===== config.mk =====
export PLATFORM = sky130hd
export DESIGN_NAME = feic_mem
export DESIGN_NICKNAME = d
export VERILOG_FILES = /design/src/design/feic_mem.sv
export SDC_FILE = /design/constraint.sdc
export NUM_CORES = 2
export LEC_CHECK = 0
export BUFFER_PORTS_ARGS = -buffer_cell sky130_fd_sc_hd__buf_2
export CAP_MARGIN = 15
export CELL_PAD_IN_SITES_DETAIL_PLACEMENT = 1
export CELL_PAD_IN_SITES_GLOBAL_PLACEMENT = 2
export CORE_MARGIN = 2
export CORE_UTILIZATION = 50
export CTS_CLUSTER_DIAMETER = 60
export DETAILED_ROUTE_END_ITERATION = 12
export PLACE_DENSITY_LB_ADDON = 0.05
export SLEW_MARGIN = 20
export SYNTH_ARGS = -nofsm -noshare
export SYNTH_HDL_FRONTEND = slang
export SYNTH_SLANG_ARGS = --single-unit

===== constraint.sdc =====
create_clock -name clk -period 7.4 [get_ports clk]
set_input_delay 0.74 -clock clk [delete_from_list [all_inputs] [get_ports clk]]
set_output_delay 0.74 -clock clk [all_outputs]
set_load 0.01 [all_outputs]

===== src/design/feic_mem.sv =====
`timescale 1ns / 1ps
// One-port-write, one-port-read extent store, registered read data.
module feic_mem #(
  parameter int unsigned DEPTH = 64,
  parameter int unsigned AW    = 6
) (
  input  logic          clk,
  input  logic          we,
  input  logic [AW-1:0] waddr,
  input  logic [63:0]   wdata,
  input  logic [AW-1:0] raddr,
  output logic [63:0]   rdata
);
  logic [63:0] mem [DEPTH];

  always_ff @(posedge clk) begin
    if (we) begin
      mem[waddr] <= wdata;
    end
    rdata <= mem[raddr];
  end
endmodule


==> qor.csv <==
metric,value,unit
hold_class,primary input to flip-flop,
first_global_vias,78643,
fin_crit_sh,0.4702,
vias,75904,
ir_drop,0.2243,mV
yosys.area.top_type,edfxtp_1,
ys_ff_latch,4160,
vias_per_cell,6.584,
tightest_slew,1226,ps
clock_tree.root_cell,clkbuf_16,
layout_commonest_cell,edfxtp_1,
chipHeight,563.2,um
start_util,0.5021,
synthFlopType,edfxtp_1,
firstDrtPassIters,6,
postPlaceCellArea,163000,sq um
routabilityCongestion,0.7570,
netlist.area_leader.share,0.7867,
cp_common_cell,buf_4,
relSlewSlack,0.1827,
coreArea,311400,sq um
dieArea,317200,sq um
critical_path_class,primary input to flip-flop,
ioPinCount,142,
cts_buffer_depth,4,
finalHoldViolCount,0,
cts_resized,0,
fmax,287.4,MHz
setup_tns,0,ps
dp_hpwl,240400,um
syn_avg_cell_area,23.70,sq um
powerDensity,281.2,nW/um^2
synth.net_count,6676,
routed_wl,462500,um
grt_max_degree,116,
core.rowCount,205,
clock_skew,23.95,ps
cts_buffers,431,
critPathCaptureType,flip-flop,
rsz0062_at_grt,no,
cts_num_sinks,4160,
crit_fanout,54,
path_clk_slew,60,ps
cpPeakStageDelay,880,ps
cts_setup_buffers,0,
drtIter0Drc,9468,
synth_warnings,0,
grt_pass1_wl,642600,um
synthesis.instances,6598,
p_leak,55.11,nW
synth_area,156300,sq um
min_period,3480,ps
synth-edff-count,4096,
path_delay_family,buffers and inverters,
layout-drive-gt1-share,0.2816,
maxCapViolCount,0,
crit_path_start_kind,primary input,
drv_slew,0,
ys_async_sr_fraction,0,
syn2layout_area_growth,13.19,%
detail-route-antenna-nets,0,
grtUsageTotal,0.2947,
grt_overflow,0,
clk-insertion-delay-late,960,ps
setup_violations,0,
cp.required,8190,ps
crit_path_top_delay_cell,buf_4,
fin_nets,7082,
post-route-drc-count,0,
run_status,finished clean,
arrival,4270,ps
crit_chain,"buf_8, buf_4, buf_4, mux4_2, mux2i_1, nand2_1, a31oi_1, a211oi_1",
portBuffers,141,
ys_seq_area_frac,0.7949,
layout_common_cells,"edfxtp_1 (4096), mux4_2 (1024), clkbuf_16 (438)",
nFillCells,25540,
die_w,563.2,um
yosys-top-cells-area,"edfxtp_1 (79%), mux4_2 (15%), mux2i_1 (0.86%), dfxtp_1 (0.82%), a22oi_1 (0.81%)",
drt-wirelength-per-cell,40.11,um
synth.distinct_cells,33,
h-tree-depth,5,
hold_buffers,0,
cts_tree,built,
antenna_found_initial,41,
fin_area,177000,sq um
critPathBufInv,3,
## sequential cells by signal (all words and copies together) (netlist names)
| register | count |
|---|---|
| rdata | 64 |
| mem | 4096 |
## cells in the mapped netlist, drive strengths merged (26+ instances only)
cell type     n
a211oi       63
a22o         88
a22oi       168
a41oi        26
and3         64
buf         230
clkbuf      140
dfxtp        64
edfxtp     4096
mux2i       135
mux4       1024
nand2        58
nand3        45
nor2        112
nor2b        28
o221ai       38
o22ai        83
or2          28
or3          29
## final cells by class
type | instances | area [sq um] | area share
Antenna cell | 24 | 60.06 | 0.0003394
Clock buffer | 550 | 11530 | 0.06516
Clock inverter | 244 | 2178 | 0.01231
Inverter | 19 | 71.32 | 0.0004030
Multi-Input combinational cell | 2049 | 30780 | 0.1739
Sequential cell | 4160 | 124300 | 0.7023
Tap cell | 4140 | 5180 | 0.02927
Timing Repair Buffer | 343 | 2885 | 0.01630
## routing by layer
| layer | global-route usage | part of all wire | up-vias |
|---|---|---|---|
| met4 | 0.08308 | 0.030 | 12 |
| met3 | 0.04047 | 0.072 | 680 |
| li1 | - | - | 29354 |
| met2 | 0.4714 | 0.48 | 3307 |
| met1 | 0.4301 | 0.41 | 42551 |
| met5 | 0 | 0.00017 | - |
## report_power, final
group          switching, mW  internal, mW  leakage, nW  total (mW)
Combinational           1.44         0.819         11.0        2.26
Clock                   9.06          12.2         6.71        21.3
Sequential             0.128          26.1         37.4        26.2
## worst paths after layout
kind | slack, ps | depth (start not counted) | to | startpoint
min | 200 | 1 | mem[8][25]$_DFFE_PP_ | wdata[25]
max | 3920 | 8 | rdata[31]$_DFF_P_ | raddr[2]
min reg2reg | 850 | 4 | rdata[62]$_DFF_P_ | mem[55][62]$_DFFE_PP_
max reg2reg | 5280 | 5 | rdata[5]$_DFF_P_ | mem[55][5]$_DFFE_PP_
## through the flow
step                      std cells  worst slack (ps)  utilization  power [mW]  hold WS, ps
after CTS                     11498              3982       0.5674       50.10        430.3
after global routing          11510              3853       0.5682       51.01        183.3
after global placement        10704              2972       0.5234       28.94        809.2
after detailed placement      10704              2945       0.5234       28.99        847.6
after floorplan                6598              1224            -       27.87        787.8
final                         11529              3920       0.5683       49.76        204.3
## cell families (layout without fill, tap and decap cells)
kind of cell / Yosys count / in the layout / synth area share
buffers and inverters: 389 / 1156 / 0.01180
AOI/OAI and AO/OA: 504 / 504 / 0.02477
other: 0 / 24 / 0
DFF: 4160 / 4160 / 0.7949
and+or+nand+nor: 386 / 386 / 0.01240
muxes: 1159 / 1159 / 0.1561
No activity file was read; power rests on OpenSTA's default activity.
